**src/hdl/x10tx_pkg.sv**
```systemverilog
package x10tx_pkg;

	localparam int GAP_CROSSINGS_DEF  = 6;
	localparam int BURSTS_PER_BIT_DEF = 3;

	// wide enough for 2 * BURSTS_PER_BIT - 1 over the whole range 1..7
	localparam int HALF_W = 4;

	localparam logic [4:0] SLOTS_PER_FRAME = 5'd22;
	localparam logic [4:0] START_SLOTS     = 5'd4;
	localparam logic [4:0] HOUSE_END       = 5'd12;

	localparam logic [1:0] MODE_IDLE  = 2'd0;
	localparam logic [1:0] MODE_WAIT  = 2'd1;
	localparam logic [1:0] MODE_BURST = 2'd2;
	localparam logic [1:0] MODE_GAP   = 2'd3;

	localparam int CFG_IDX_W  = 2;
	localparam int CFG_DATA_W = 16;

	localparam logic [CFG_IDX_W-1:0] REG_START_CODE  = 2'd0;
	localparam logic [CFG_IDX_W-1:0] REG_BURST_TICKS = 2'd1;
	localparam logic [CFG_IDX_W-1:0] REG_BRIGHT_CODE = 2'd2;
	localparam logic [CFG_IDX_W-1:0] REG_DIM_CODE    = 2'd3;

	localparam logic [3:0]  START_CODE_RST  = 4'd14;
	localparam logic [15:0] BURST_TICKS_RST = 16'd1000;
	localparam logic [4:0]  BRIGHT_CODE_RST = 5'd11;
	localparam logic [4:0]  DIM_CODE_RST    = 5'd9;

	typedef struct packed {
		logic [3:0]  start_code;
		logic [15:0] burst_ticks;
		logic [4:0]  bright_code;
		logic [4:0]  dim_code;
	} cfg_t;

	typedef struct packed {
		logic       send_request;
		logic [3:0] house_code;
		logic [4:0] key_code;
		logic [3:0] repeat_count;
		logic       zero_cross_level;
	} req_t;

	typedef struct packed {
		logic [1:0]        mode;
		logic [4:0]        slot_index;
		logic [HALF_W-1:0] burst_half;
		logic [15:0]       tick_count;
		logic [3:0]        repeats_left;
		logic [2:0]        gap_crossings_left;
		logic [3:0]        latched_house;
		logic [4:0]        latched_key;
		logic              wait_level;
		logic              tx_level;
	} state_t;

	function automatic logic slot_bit(input logic [4:0] s, input logic [3:0] sc,
			input logic [3:0] hc, input logic [4:0] kc);
		logic [4:0] p;
		logic [2:0] ki;
		logic       r;
		p  = '0;
		ki = '0;
		r  = 1'b0;
		if (s < START_SLOTS) begin
			r = sc[2'd3 - s[1:0]];
		end else if (s < HOUSE_END) begin
			p = s - START_SLOTS;
			r = hc[2'd3 - p[2:1]] ^ p[0];
		end else if (s < SLOTS_PER_FRAME) begin
			p  = s - HOUSE_END;
			ki = 3'd4 - p[3:1];
			r  = kc[ki] ^ p[0];
		end
		return r;
	endfunction

endpackage

```
**src/hdl/x10tx_if.sv**
```systemverilog
interface x10tx_in_if;
	logic       valid;
	logic       ready;
	logic       send_request;
	logic [3:0] house_code;
	logic [4:0] key_code;
	logic [3:0] repeat_count;
	logic       zero_cross_level;

	modport source (output valid, send_request, house_code, key_code, repeat_count,
		zero_cross_level, input ready);
	modport sink (input valid, send_request, house_code, key_code, repeat_count,
		zero_cross_level, output ready);
endinterface

interface x10tx_out_if;
	logic valid;
	logic ready;
	logic tx_out;
	logic busy_res;

	modport source (output valid, tx_out, busy_res, input ready);
	modport sink (input valid, tx_out, busy_res, output ready);
endinterface

```
**src/hdl/x10tx_step.sv**
```systemverilog
module x10tx_step #(
	parameter int GAP_CROSSINGS  = x10tx_pkg::GAP_CROSSINGS_DEF,
	parameter int BURSTS_PER_BIT = x10tx_pkg::BURSTS_PER_BIT_DEF
) (
	input  x10tx_pkg::state_t cur,
	input  x10tx_pkg::cfg_t   cfg,
	input  x10tx_pkg::req_t   req,
	output x10tx_pkg::state_t nxt
);

	localparam int HW = x10tx_pkg::HALF_W;
	localparam logic [HW:0] HALF_END = (HW+1)'(2 * BURSTS_PER_BIT);

	logic [15:0] limit;
	logic [HW:0] half_inc;
	logic [4:0]  slot_inc;
	logic [3:0]  rep_dec;
	logic [2:0]  gap_dec;
	logic        lvl;
	logic        bit_now;
	logic        no_gap;

	assign lvl      = req.zero_cross_level;
	assign limit    = (cfg.burst_ticks == 16'd0) ? 16'd1 : cfg.burst_ticks;
	assign half_inc = {1'b0, cur.burst_half} + 1'b1;
	assign slot_inc = cur.slot_index + 5'd1;
	assign rep_dec  = cur.repeats_left - 4'd1;
	assign gap_dec  = (cur.gap_crossings_left != 3'd0) ? cur.gap_crossings_left - 3'd1 : 3'd0;
	assign bit_now  = x10tx_pkg::slot_bit(cur.slot_index, cfg.start_code,
		cur.latched_house, cur.latched_key);
	assign no_gap   = (cur.latched_key == cfg.bright_code) || (cur.latched_key == cfg.dim_code);

	always_comb begin
		nxt = cur;
		case (cur.mode)
			x10tx_pkg::MODE_IDLE: begin
				if (req.send_request) begin
					nxt.latched_house = req.house_code;
					nxt.latched_key   = req.key_code;
					nxt.repeats_left  = req.repeat_count;
					nxt.tx_level      = 1'b0;
					if (req.repeat_count != 4'd0) begin
						nxt.slot_index = '0;
						nxt.mode       = x10tx_pkg::MODE_WAIT;
						nxt.wait_level = lvl;
					end
				end
			end
			x10tx_pkg::MODE_WAIT: begin
				if (lvl != cur.wait_level) begin
					nxt.mode       = x10tx_pkg::MODE_BURST;
					nxt.burst_half = '0;
					nxt.tick_count = 16'd1;
					nxt.tx_level   = bit_now;
				end
			end
			x10tx_pkg::MODE_BURST: begin
				if (cur.tick_count >= limit) begin
					nxt.burst_half = half_inc[HW-1:0];
					nxt.tick_count = 16'd1;
					if (half_inc >= HALF_END) begin
						nxt.burst_half = '0;
						nxt.tick_count = '0;
						nxt.tx_level   = 1'b0;
						if (slot_inc < x10tx_pkg::SLOTS_PER_FRAME) begin
							nxt.slot_index = slot_inc;
							nxt.mode       = x10tx_pkg::MODE_WAIT;
							nxt.wait_level = lvl;
						end else begin
							nxt.slot_index   = '0;
							nxt.repeats_left = rep_dec;
							if (!no_gap) begin
								nxt.mode               = x10tx_pkg::MODE_GAP;
								nxt.gap_crossings_left = 3'(GAP_CROSSINGS);
								nxt.wait_level         = lvl;
							end else if (rep_dec != 4'd0) begin
								nxt.mode       = x10tx_pkg::MODE_WAIT;
								nxt.wait_level = lvl;
							end else begin
								nxt.mode = x10tx_pkg::MODE_IDLE;
							end
						end
					end else begin
						nxt.tx_level = half_inc[0] ? 1'b0 : bit_now;
					end
				end else begin
					nxt.tick_count = cur.tick_count + 16'd1;
				end
			end
			default: begin
				if (lvl != cur.wait_level) begin
					nxt.wait_level         = lvl;
					nxt.gap_crossings_left = gap_dec;
					if (gap_dec == 3'd0) begin
						if (cur.repeats_left != 4'd0) begin
							nxt.slot_index = '0;
							nxt.mode       = x10tx_pkg::MODE_WAIT;
						end else begin
							nxt.mode = x10tx_pkg::MODE_IDLE;
						end
					end
				end
			end
		endcase
	end

endmodule

```
**src/hdl/x10_powerline_transmitter_top.sv**
```systemverilog
// channel  | dir | handshake     | payload
// in_ch    | in  | valid / ready | send_request, house_code, key_code, repeat_count,
//          |     |               | zero_cross_level
// out_ch   | out | valid / ready | tx_out, busy_res
// cfg      | in  | cfg_we        | cfg_index, cfg_data
//
// one input transfer per cycle unless the result stalls; each transfer is one tick
// and yields one result; the sequencer state advances in a single registered step
// per transfer; the result register holds the state after that step; a new transfer
// is taken whenever the result register is empty or is being taken in the same cycle
// arst_n clears the sequencer to idle and loads the register defaults
module x10_powerline_transmitter_top #(
	parameter int GAP_CROSSINGS  = x10tx_pkg::GAP_CROSSINGS_DEF,
	parameter int BURSTS_PER_BIT = x10tx_pkg::BURSTS_PER_BIT_DEF
) (
	input  logic                                clk,
	input  logic                                arst_n,
	x10tx_in_if.sink                            in_ch,
	x10tx_out_if.source                         out_ch,
	input  logic                                cfg_we,
	input  logic [x10tx_pkg::CFG_IDX_W-1:0]     cfg_index,
	input  logic [x10tx_pkg::CFG_DATA_W-1:0]    cfg_data
);

	x10tx_pkg::state_t state_q;
	x10tx_pkg::state_t state_nxt;
	x10tx_pkg::cfg_t   cfg_q;
	x10tx_pkg::req_t   req;
	logic              out_valid_q;
	logic              accept;

	assign in_ch.ready = !out_valid_q || out_ch.ready;
	assign accept      = in_ch.valid && in_ch.ready;

	assign req.send_request     = in_ch.send_request;
	assign req.house_code       = in_ch.house_code;
	assign req.key_code         = in_ch.key_code;
	assign req.repeat_count     = in_ch.repeat_count;
	assign req.zero_cross_level = in_ch.zero_cross_level;

	x10tx_step #(
		.GAP_CROSSINGS  (GAP_CROSSINGS),
		.BURSTS_PER_BIT (BURSTS_PER_BIT)
	) u_step (
		.cur (state_q),
		.cfg (cfg_q),
		.req (req),
		.nxt (state_nxt)
	);

	always_ff @(posedge clk or negedge arst_n) begin
		if (!arst_n) begin
			state_q     <= '0;
			out_valid_q <= 1'b0;
		end else if (accept) begin
			state_q     <= state_nxt;
			out_valid_q <= 1'b1;
		end else if (out_ch.ready) begin
			out_valid_q <= 1'b0;
		end
	end

	always_ff @(posedge clk or negedge arst_n) begin
		if (!arst_n) begin
			cfg_q.start_code  <= x10tx_pkg::START_CODE_RST;
			cfg_q.burst_ticks <= x10tx_pkg::BURST_TICKS_RST;
			cfg_q.bright_code <= x10tx_pkg::BRIGHT_CODE_RST;
			cfg_q.dim_code    <= x10tx_pkg::DIM_CODE_RST;
		end else if (cfg_we) begin
			case (cfg_index)
				x10tx_pkg::REG_START_CODE:  cfg_q.start_code  <= cfg_data[3:0];
				x10tx_pkg::REG_BURST_TICKS: cfg_q.burst_ticks <= cfg_data[15:0];
				x10tx_pkg::REG_BRIGHT_CODE: cfg_q.bright_code <= cfg_data[4:0];
				x10tx_pkg::REG_DIM_CODE:    cfg_q.dim_code    <= cfg_data[4:0];
				default: begin
				end
			endcase
		end
	end

	assign out_ch.valid    = out_valid_q;
	assign out_ch.tx_out   = state_q.tx_level;
	assign out_ch.busy_res = (state_q.mode != x10tx_pkg::MODE_IDLE);

endmodule

```
**src/flat_wrapper.sv**
```systemverilog
// flat-port wrapper written by rule: the top's interface ports become plain ports
module x10_powerline_transmitter_top_flat 
#(
	parameter int GAP_CROSSINGS  = x10tx_pkg::GAP_CROSSINGS_DEF,
	parameter int BURSTS_PER_BIT = x10tx_pkg::BURSTS_PER_BIT_DEF
)
  (clk, arst_n, cfg_we, cfg_index, cfg_data, in_ch_valid, in_ch_send_request, in_ch_house_code, in_ch_key_code, in_ch_repeat_count, in_ch_zero_cross_level, in_ch_ready, out_ch_valid, out_ch_tx_out, out_ch_busy_res, out_ch_ready);
  x10tx_in_if in_ch_i ();
  x10tx_out_if out_ch_i ();
  input  logic clk;
  input  logic arst_n;
  input  logic cfg_we;
  input  logic [x10tx_pkg::CFG_IDX_W-1:0] cfg_index;
  input  logic [x10tx_pkg::CFG_DATA_W-1:0] cfg_data;
  input wire logic [$bits(in_ch_i.valid)-1:0] in_ch_valid;
  input wire logic [$bits(in_ch_i.send_request)-1:0] in_ch_send_request;
  input wire logic [$bits(in_ch_i.house_code)-1:0] in_ch_house_code;
  input wire logic [$bits(in_ch_i.key_code)-1:0] in_ch_key_code;
  input wire logic [$bits(in_ch_i.repeat_count)-1:0] in_ch_repeat_count;
  input wire logic [$bits(in_ch_i.zero_cross_level)-1:0] in_ch_zero_cross_level;
  output wire logic [$bits(in_ch_i.ready)-1:0] in_ch_ready;
  output wire logic [$bits(out_ch_i.valid)-1:0] out_ch_valid;
  output wire logic [$bits(out_ch_i.tx_out)-1:0] out_ch_tx_out;
  output wire logic [$bits(out_ch_i.busy_res)-1:0] out_ch_busy_res;
  input wire logic [$bits(out_ch_i.ready)-1:0] out_ch_ready;
  assign in_ch_i.valid = in_ch_valid;
  assign in_ch_i.send_request = in_ch_send_request;
  assign in_ch_i.house_code = in_ch_house_code;
  assign in_ch_i.key_code = in_ch_key_code;
  assign in_ch_i.repeat_count = in_ch_repeat_count;
  assign in_ch_i.zero_cross_level = in_ch_zero_cross_level;
  assign in_ch_ready = in_ch_i.ready;
  assign out_ch_valid = out_ch_i.valid;
  assign out_ch_tx_out = out_ch_i.tx_out;
  assign out_ch_busy_res = out_ch_i.busy_res;
  assign out_ch_i.ready = out_ch_ready;
  x10_powerline_transmitter_top #(.GAP_CROSSINGS(GAP_CROSSINGS), .BURSTS_PER_BIT(BURSTS_PER_BIT)) u_core (.clk(clk), .arst_n(arst_n), .in_ch(in_ch_i), .out_ch(out_ch_i), .cfg_we(cfg_we), .cfg_index(cfg_index), .cfg_data(cfg_data));
endmodule
```
**config.mk**
```make
export PLATFORM = sky130hd
export DESIGN_NAME = x10_powerline_transmitter_top_flat
export DESIGN_NICKNAME = d
export VERILOG_FILES = /design/src/hdl/x10tx_pkg.sv /design/src/hdl/x10tx_if.sv /design/src/hdl/x10tx_step.sv /design/src/hdl/x10_powerline_transmitter_top.sv /design/src/flat_wrapper.sv
export SDC_FILE = /design/constraint.sdc
export NUM_CORES = 1
export LEC_CHECK = 0
export BUFFER_PORTS_ARGS = -buffer_cell sky130_fd_sc_hd__buf_2
export CAP_MARGIN = 0
export CORE_UTILIZATION = 55
export DETAILED_ROUTE_END_ITERATION = 16
export GPL_TIMING_DRIVEN = 0
export PLACE_DENSITY_LB_ADDON = 0.3
export SYNTH_ARGS = -nofsm -noshare
export SYNTH_HDL_FRONTEND = slang
export SYNTH_HIERARCHICAL = 1
export SYNTH_SLANG_ARGS = --single-unit
```
**constraint.sdc**
```tcl
create_clock -name clk -period 4.8 [get_ports clk]
set_clock_uncertainty 0.1 [all_clocks]
set_input_delay 0 -clock clk [delete_from_list [all_inputs] [get_ports clk]]
set_output_delay 0 -clock clk [all_outputs]
set_load 0.01 [all_outputs]
```
After elaboration in Yosys (flattened, before gate mapping)
Cells that the tools add are included.
{"block": "word_totals", "ff_bits": 76, "wordCells": 140, "output_inout_bits": 4}
{"block": "classes", "bitwise": 4, "muxes": 50, "n_addsub": 10, "n_lt_le_gt_ge": 9, "eq_ne": 16, "reduce_logical": 36}
{"op": "$mux 7", "count": 7}
{"op": "$pmux 20 s2", "count": 1}
{"op": "$mux 34", "count": 1}
{"op": "$mux 16", "count": 2}
{"op": "$mux 20", "count": 1}
{"op": "$mux 1", "count": 19}
{"op": "$add 16x1->16 const B", "count": 1}
{"op": "$ge 16x16->1", "count": 1}
{"op": "$logic_not 16->1", "count": 1}
{"op": "$reduce_and 8->1", "count": 2}
{"op": "$reduce_bool 4->1", "count": 4}
{"op": "$pmux 5 s3", "count": 1}
{"op": "$reduce_bool 3->1", "count": 5}
{"op": "$ne 2x2->1 const B", "count": 7}
{"op": "$mux 11", "count": 1}
{"op": "$eq 5x5->1", "count": 2}
{"op": "$lt 5x5->1 const B", "count": 2}
{"op": "$reduce_bool 2->1", "count": 5}
{"op": "$mux 3", "count": 3}
{"op": "$reduce_and 9->1", "count": 1}
{"op": "$mux 2", "count": 4}
{"op": "$pmux 4 s2", "count": 1}
{"op": "$reduce_and 2->1", "count": 4}
{"op": "$reduce_and 7->1", "count": 1}
{"op": "other kinds (36)", "count": 48}

Longest topological paths before layout
{"block": "logic_depth", "depth_word": 12, "ltp_mapped": 12, "depth_no_buf": 11}

Modules after synthesis
Netlist, hierarchy kept.
{"module": "x10_powerline_transmitter_top", "instances": 1, "cells_per_inst": 164, "area_each_um2": 2935.3, "seq_area_each_um2": 1919.3}
{"module": "x10tx_step", "instances": 1, "cells_per_inst": 364, "area_each_um2": 2424.8, "seq_area_each_um2": 0.0}

Least setup slack after synthesis
Ideal clock, no wire load.
{"block": "synth_path", "path_type": "register to register", "from": "register u_core/cfg_q[19] in the netlist's numbering", "to": "register u_core/state_q[38] in the netlist's numbering", "path_slack_ps": 1779, "arrival_ps": 2796, "stages_incl_launch_ff": 12, "required_ps": 4575, "path_buffers": 0, "cell_sequence": "dfstp_2 -> nor4_1 -> a41o_1 -> ha_1 -> nor2_1 -> a21oi_1 -> o41a_1 -> o311ai_4 -> nor2_2 -> and3_1 -> mux2_2 -> mux2_2"}
{"block": "synth_between", "elab_chain_len": 5}
{"element": "from (decl)", "line": "x10_powerline_transmitter_top.sv:27", "text": "x10tx_pkg::cfg_t cfg_q;"}
{"element": "$logic_not 16->1", "line": "x10tx_step.sv:24", "text": "assign limit = (cfg.burst_ticks == 16'd0) ? 16'd1 : cfg.burst_ticks;"}
{"element": "$mux 16 *", "line": "x10tx_step.sv:24"}
{"element": "$ge 16x16->1 *", "line": "x10tx_step.sv:58", "text": "if (cur.tick_count >= limit) begin"}
{"element": "$ne 2x2->1 (no source line) *"}
{"element": "$reduce_and 9->1 (no source line) *"}
{"element": "to (signal assigned)", "line": "x10_powerline_transmitter_top.sv:56", "text": "state_q <= state_nxt;"}
{"element": "to (decl)", "line": "x10_powerline_transmitter_top.sv:25", "text": "x10tx_pkg::state_t state_q;"}
Mark *: on every way between the ends. The rest lies on a longest branch, timed or not.
A chain may end at the register's enable or synchronous reset.

Worst setup path in the final report
{"block": "layout_path", "from": "register u_core/cfg_q[20] in the netlist's numbering", "to": "register u_core.state_q, in the netlist u_core/out_ch.tx_out"}
{"block": "layout_between", "elab_chain_len": 5}
{"element": "$logic_not 16->1", "line": "x10tx_step.sv:24"}
{"element": "$mux 16 *", "line": "x10tx_step.sv:24"}
{"element": "$ge 16x16->1 *", "line": "x10tx_step.sv:58"}
{"element": "$ne 2x2->1 (no source line) *"}
{"element": "$reduce_and 5->1 (no source line) *"}
Marked as above.

==> results_tabular.tex <==
\begin{tabular}{lr}
\hline
Metric & Value \\
\hline
\multicolumn{2}{l}{\textbf{Drt}} \\
Wire length after detailed routing & 12,720 um \\
Post-detailed-route count of antenna-violating nets & 0 \\
Drt via density & 6.004 \\
Iter 0 DRT Violations & 256 \\
Post-detailed-route DRC marker count & 0 \\
DR vias & 4,491 \\
Wire length per cell & 17.01 um \\
Number of iterations in the first detailed-routing pass & 5 \\
\multicolumn{2}{l}{\textbf{Synth}} \\
Average footprint of a synthesized cell & 10.15 um2 \\
Sequential area share after synthesis & 0.3581 \\
Count of different cell masters after synthesis & 68 \\
Synthesis-stage register bit count & 76 \\
Syn\_nets & 600 \\
Total of warnings raised by yosys & 6 \\
Netlist area before placement & 5360 um2 \\
Number of enable-type register cells in the synthesized netlist & 0 \\
Async SR Flop Fraction & 1.000 \\
Top flip-flop cell by instance count after synthesis & sky130\_fd\_sc\_hd\_\_dfrtp\_1 \\
Gate Count Post-Synth & 528 \\
\multicolumn{2}{l}{\textbf{Worst setup path}} \\
CP required & 4.95 ns \\
Number of buffers and inverters on the critical path & 0 \\
Startpoint types & register \\
Worst path top cell family by delay & compound AO/OA/AOI/OAI gates \\
Critical-path cell with the highest stage delay & sky130\_fd\_sc\_hd\_\_o21ai\_0 \\
Slowest cell delay on critical path & 0.48 ns \\
Critical-path cell list & nor4\_1, a41o\_1, ha\_1, nor2\_1, a21oi\_1, o41a\_1, o21a\_2, o21ai\_0, o22ai\_1, a32o\_1, mux2\_2 \\
R2R setup slack & 1.25 ns \\
Crit-path max FO & 7 \\
Endpoint arrival time on the critical path & 3.70 ns \\
Critical Path End Type & register \\
Critical setup path kind & register to register \\
\multicolumn{2}{l}{\textbf{Power}} \\
Power Total & 2.680 mW \\
Power density over the cells & 426.0 nW/um2 \\
Worst-case vdd ir drop & 285.3 uV \\
Leakage power of the design & 2.800 nW \\
\multicolumn{2}{l}{\textbf{Clocking}} \\
Clock latency on the worst-skew pair & 0.36 ns \\
Max H-tree Level & 3 \\
Clock sink total & 76 \\
Number of buffers on the longest clock path & 2 \\
TritonCTS clock tree & built \\
Clock-pin slew of the registers on the worst-case setup and hold paths & 0.09 ns \\
Clk root buf & sky130\_fd\_sc\_hd\_\_clkbuf\_8 \\
Post-CTS setup buffers & 0 \\
TritonCTS Buffers & 9 \\
\multicolumn{2}{l}{\textbf{Layout}} \\
Diodes inserted & 0 \\
Share of final-layout standard cells stronger than drive strength 1 & 0.2908 \\
Area of the multi-input gates & 3173 um2 \\
Fin cells & 748 \\
Utilization of the core after routing & 0.6744 \\
Count of fill cells added during filler insertion & 726 \\
Area added between synthesis and finish & 17.37\% \\
Number of nets in the layout & 686 \\
Area used by sequential logic in the layout & 1919 um2 \\
\multicolumn{2}{l}{\textbf{Global route}} \\
Number of global-route vias before repair & 4,437 \\
Total Routing Usage GR & 0.2701 \\
Initial antenna violation count & 0 \\
Maximum number of pins on one net before global-route repair & 46 \\
Global route overflow & 0 \\
First-pass GRT wire length & 21,370 um \\
\multicolumn{2}{l}{\textbf{STA}} \\
Number of endpoints failing setup at the final stage & 0 \\
Max-slew violation total from the final report & 0 \\
Post-route clock period utilization & 0.7402 \\
Unrepaired setup endpoints after global routing & no \\
Headroom to the max-slew limit & 0.5663 \\
Shortest period the worst path allows & 3.553 ns \\
Final Hold Vio Count & 0 \\
Total negative slack for setup checks & 0 ns \\
Maximum achievable frequency & 0.2815 GHz \\
Transition time at the pin with the least slew margin & 0.6481 ns \\
Worst hold margin & 0.02104 ns \\
\multicolumn{2}{l}{\textbf{Placement}} \\
Dpl hpwl & 8970 um \\
Final estimated routing congestion in global placement & 0.9342 \\
Number of I/O port buffers & 40 \\
Instance count after placement with tap cells included & 698 \\
\multicolumn{2}{l}{\textbf{Die}} \\
Number of cell rows & 35 \\
Floorplan core area & 9328 um2 \\
Full die area & 10,140 um2 \\
Initial core utilization & 0.5746 \\
Die height & 100.7 um \\
Number of primary I/O pins & 42 \\
Die span in x & 100.7 um \\
\multicolumn{2}{l}{\textbf{Min path}} \\
Type of the tightest min-delay check & primary input to register \\
\multicolumn{2}{l}{\textbf{Job}} \\
Number of violations of the max-capacitance limit & 0 \\
\multicolumn{2}{l}{\textbf{Status}} \\
Result of the run & complete, no violations \\
\hline
\end{tabular}
-- final timing paths --
kind | start | endpoint | cells past startpoint
max | u_core/cfg_q[20] | u_core/out_ch.tx_out | 11
min in group asynchronous | arst_n | u_core/state_q[30] | 2
min reg2reg | u_core/cfg_q[26] | u_core/cfg_q[26] | 1
max in group asynchronous | arst_n | u_core/cfg_q[3] | 3
max reg2reg | u_core/cfg_q[20] | u_core/out_ch.tx_out | 11
min | cfg_index[0] | u_core/cfg_q[26] | 3
-- layout make-up --
| class | instances | area share |
|---|---|---|
| buffer | 18 | 0.01870 |
| clock buffer | 10 | 0.02029 |
| clock inverter | 6 | 0.01134 |
| inverter | 40 | 0.02387 |
| multi-input combinational | 394 | 0.5044 |
| sequential | 76 | 0.3051 |
| tap | 129 | 0.02566 |
| timing repair buffer | 75 | 0.09069 |
-- registers in the layout (all words and copies together) (netlist names) --
register and flops:
u_core/state_q 44, u_core/cfg_q 30, u_core/out_ch.tx_out 1, u_core/out_ch.valid 1
-- cell families after synthesis --
family,Yosys count,share of synthesized area
AOI/OAI and AO/OA,118,0.1489
xor gates and xnor gates,18,0.02941
adders and majority gates,34,0.07937
buffers and inverters,58,0.04995
DFF,76,0.3581
muxes,94,0.2073
and+or+nand+nor,130,0.1270
-- cells in the mapped netlist (3+ instances only) --
master	number	share of area
sky130_fd_sc_hd__a21o_1	3	0.0042
sky130_fd_sc_hd__a21oi_1	30	0.028
sky130_fd_sc_hd__a221o_1	3	0.0056
sky130_fd_sc_hd__a22o_1	5	0.0082
sky130_fd_sc_hd__a31oi_1	8	0.0093
sky130_fd_sc_hd__and3_1	7	0.0082
sky130_fd_sc_hd__buf_6	6	0.013
sky130_fd_sc_hd__clkbuf_1	10	0.0070
sky130_fd_sc_hd__dfrtp_1	62	0.29
sky130_fd_sc_hd__dfstp_2	14	0.069
sky130_fd_sc_hd__ha_1	34	0.079
sky130_fd_sc_hd__inv_1	40	0.028
sky130_fd_sc_hd__mux2_2	76	0.16
sky130_fd_sc_hd__mux2_4	10	0.028
sky130_fd_sc_hd__mux2i_1	6	0.011
sky130_fd_sc_hd__nand2_1	38	0.027
sky130_fd_sc_hd__nand3_1	12	0.011
sky130_fd_sc_hd__nand3b_1	3	0.0042
sky130_fd_sc_hd__nor2_1	26	0.018
sky130_fd_sc_hd__nor2b_1	3	0.0035
sky130_fd_sc_hd__nor3_1	10	0.0093
sky130_fd_sc_hd__nor4_1	11	0.013
sky130_fd_sc_hd__o21ai_0	26	0.024
sky130_fd_sc_hd__o21ai_1	7	0.0065
sky130_fd_sc_hd__o21bai_1	3	0.0042
sky130_fd_sc_hd__o221ai_1	4	0.0065
sky130_fd_sc_hd__or3_1	3	0.0035
sky130_fd_sc_hd__xnor2_1	8	0.013
sky130_fd_sc_hd__xor2_1	10	0.016
-- metal layers --
| layer | wire, um | vias up | global-route usage |
|---|---|---|---|
| li1 | - | 2111 | - |
| met1 | 5607 | 2218 | 0.3524 |
| met2 | 6290 | 139 | 0.4521 |
| met3 | 552 | 23 | 0.03814 |
| met4 | 270 | 0 | 0.1126 |
| met5 | 0 | - | 0 |
-- layout by cell type, fill, tap and decap left out, types with 14 or more instances in the layout --
cell,instances
sky130_fd_sc_hd__dfstp_2,14
sky130_fd_sc_hd__mux2_2,76
sky130_fd_sc_hd__a21oi_1,30
sky130_fd_sc_hd__inv_1,40
sky130_fd_sc_hd__dlygate4sd3_1,34
sky130_fd_sc_hd__nand2_1,38
sky130_fd_sc_hd__ha_1,34
sky130_fd_sc_hd__dfrtp_1,62
sky130_fd_sc_hd__buf_2,40
sky130_fd_sc_hd__nor2_1,26
sky130_fd_sc_hd__o21ai_0,26
-- tightest hold or removal path, cell delays in order --
cell	delay [ns]
sky130_fd_sc_hd__buf_2	0.14
sky130_fd_sc_hd__nor3b_2	0.09
sky130_fd_sc_hd__mux2_2	0.22
-- what timing repair did --
item                      in CTS  in global routing
gates resized for setup        0                  0
hold endpoints to repair     113                  0
hold buffers                  34                  0
-- stage by stage --
step | area, um2 | setup WS [ns]
CTS | 6291 | 1.217
global placement | 5722 | 1.366
floorplan | 5360 | 1.779
detailed placement | 5752 | 1.227
global route | 6291 | 0.9905
finish | 6291 | 1.247
-- where the power goes --
group	total (mW)	switching (mW)	internal (mW)
sequential	1.02	0.201	0.818
clock	0.510	0.265	0.245
combinational	1.15	0.612	0.539
(Power assumes the default switching activity.)
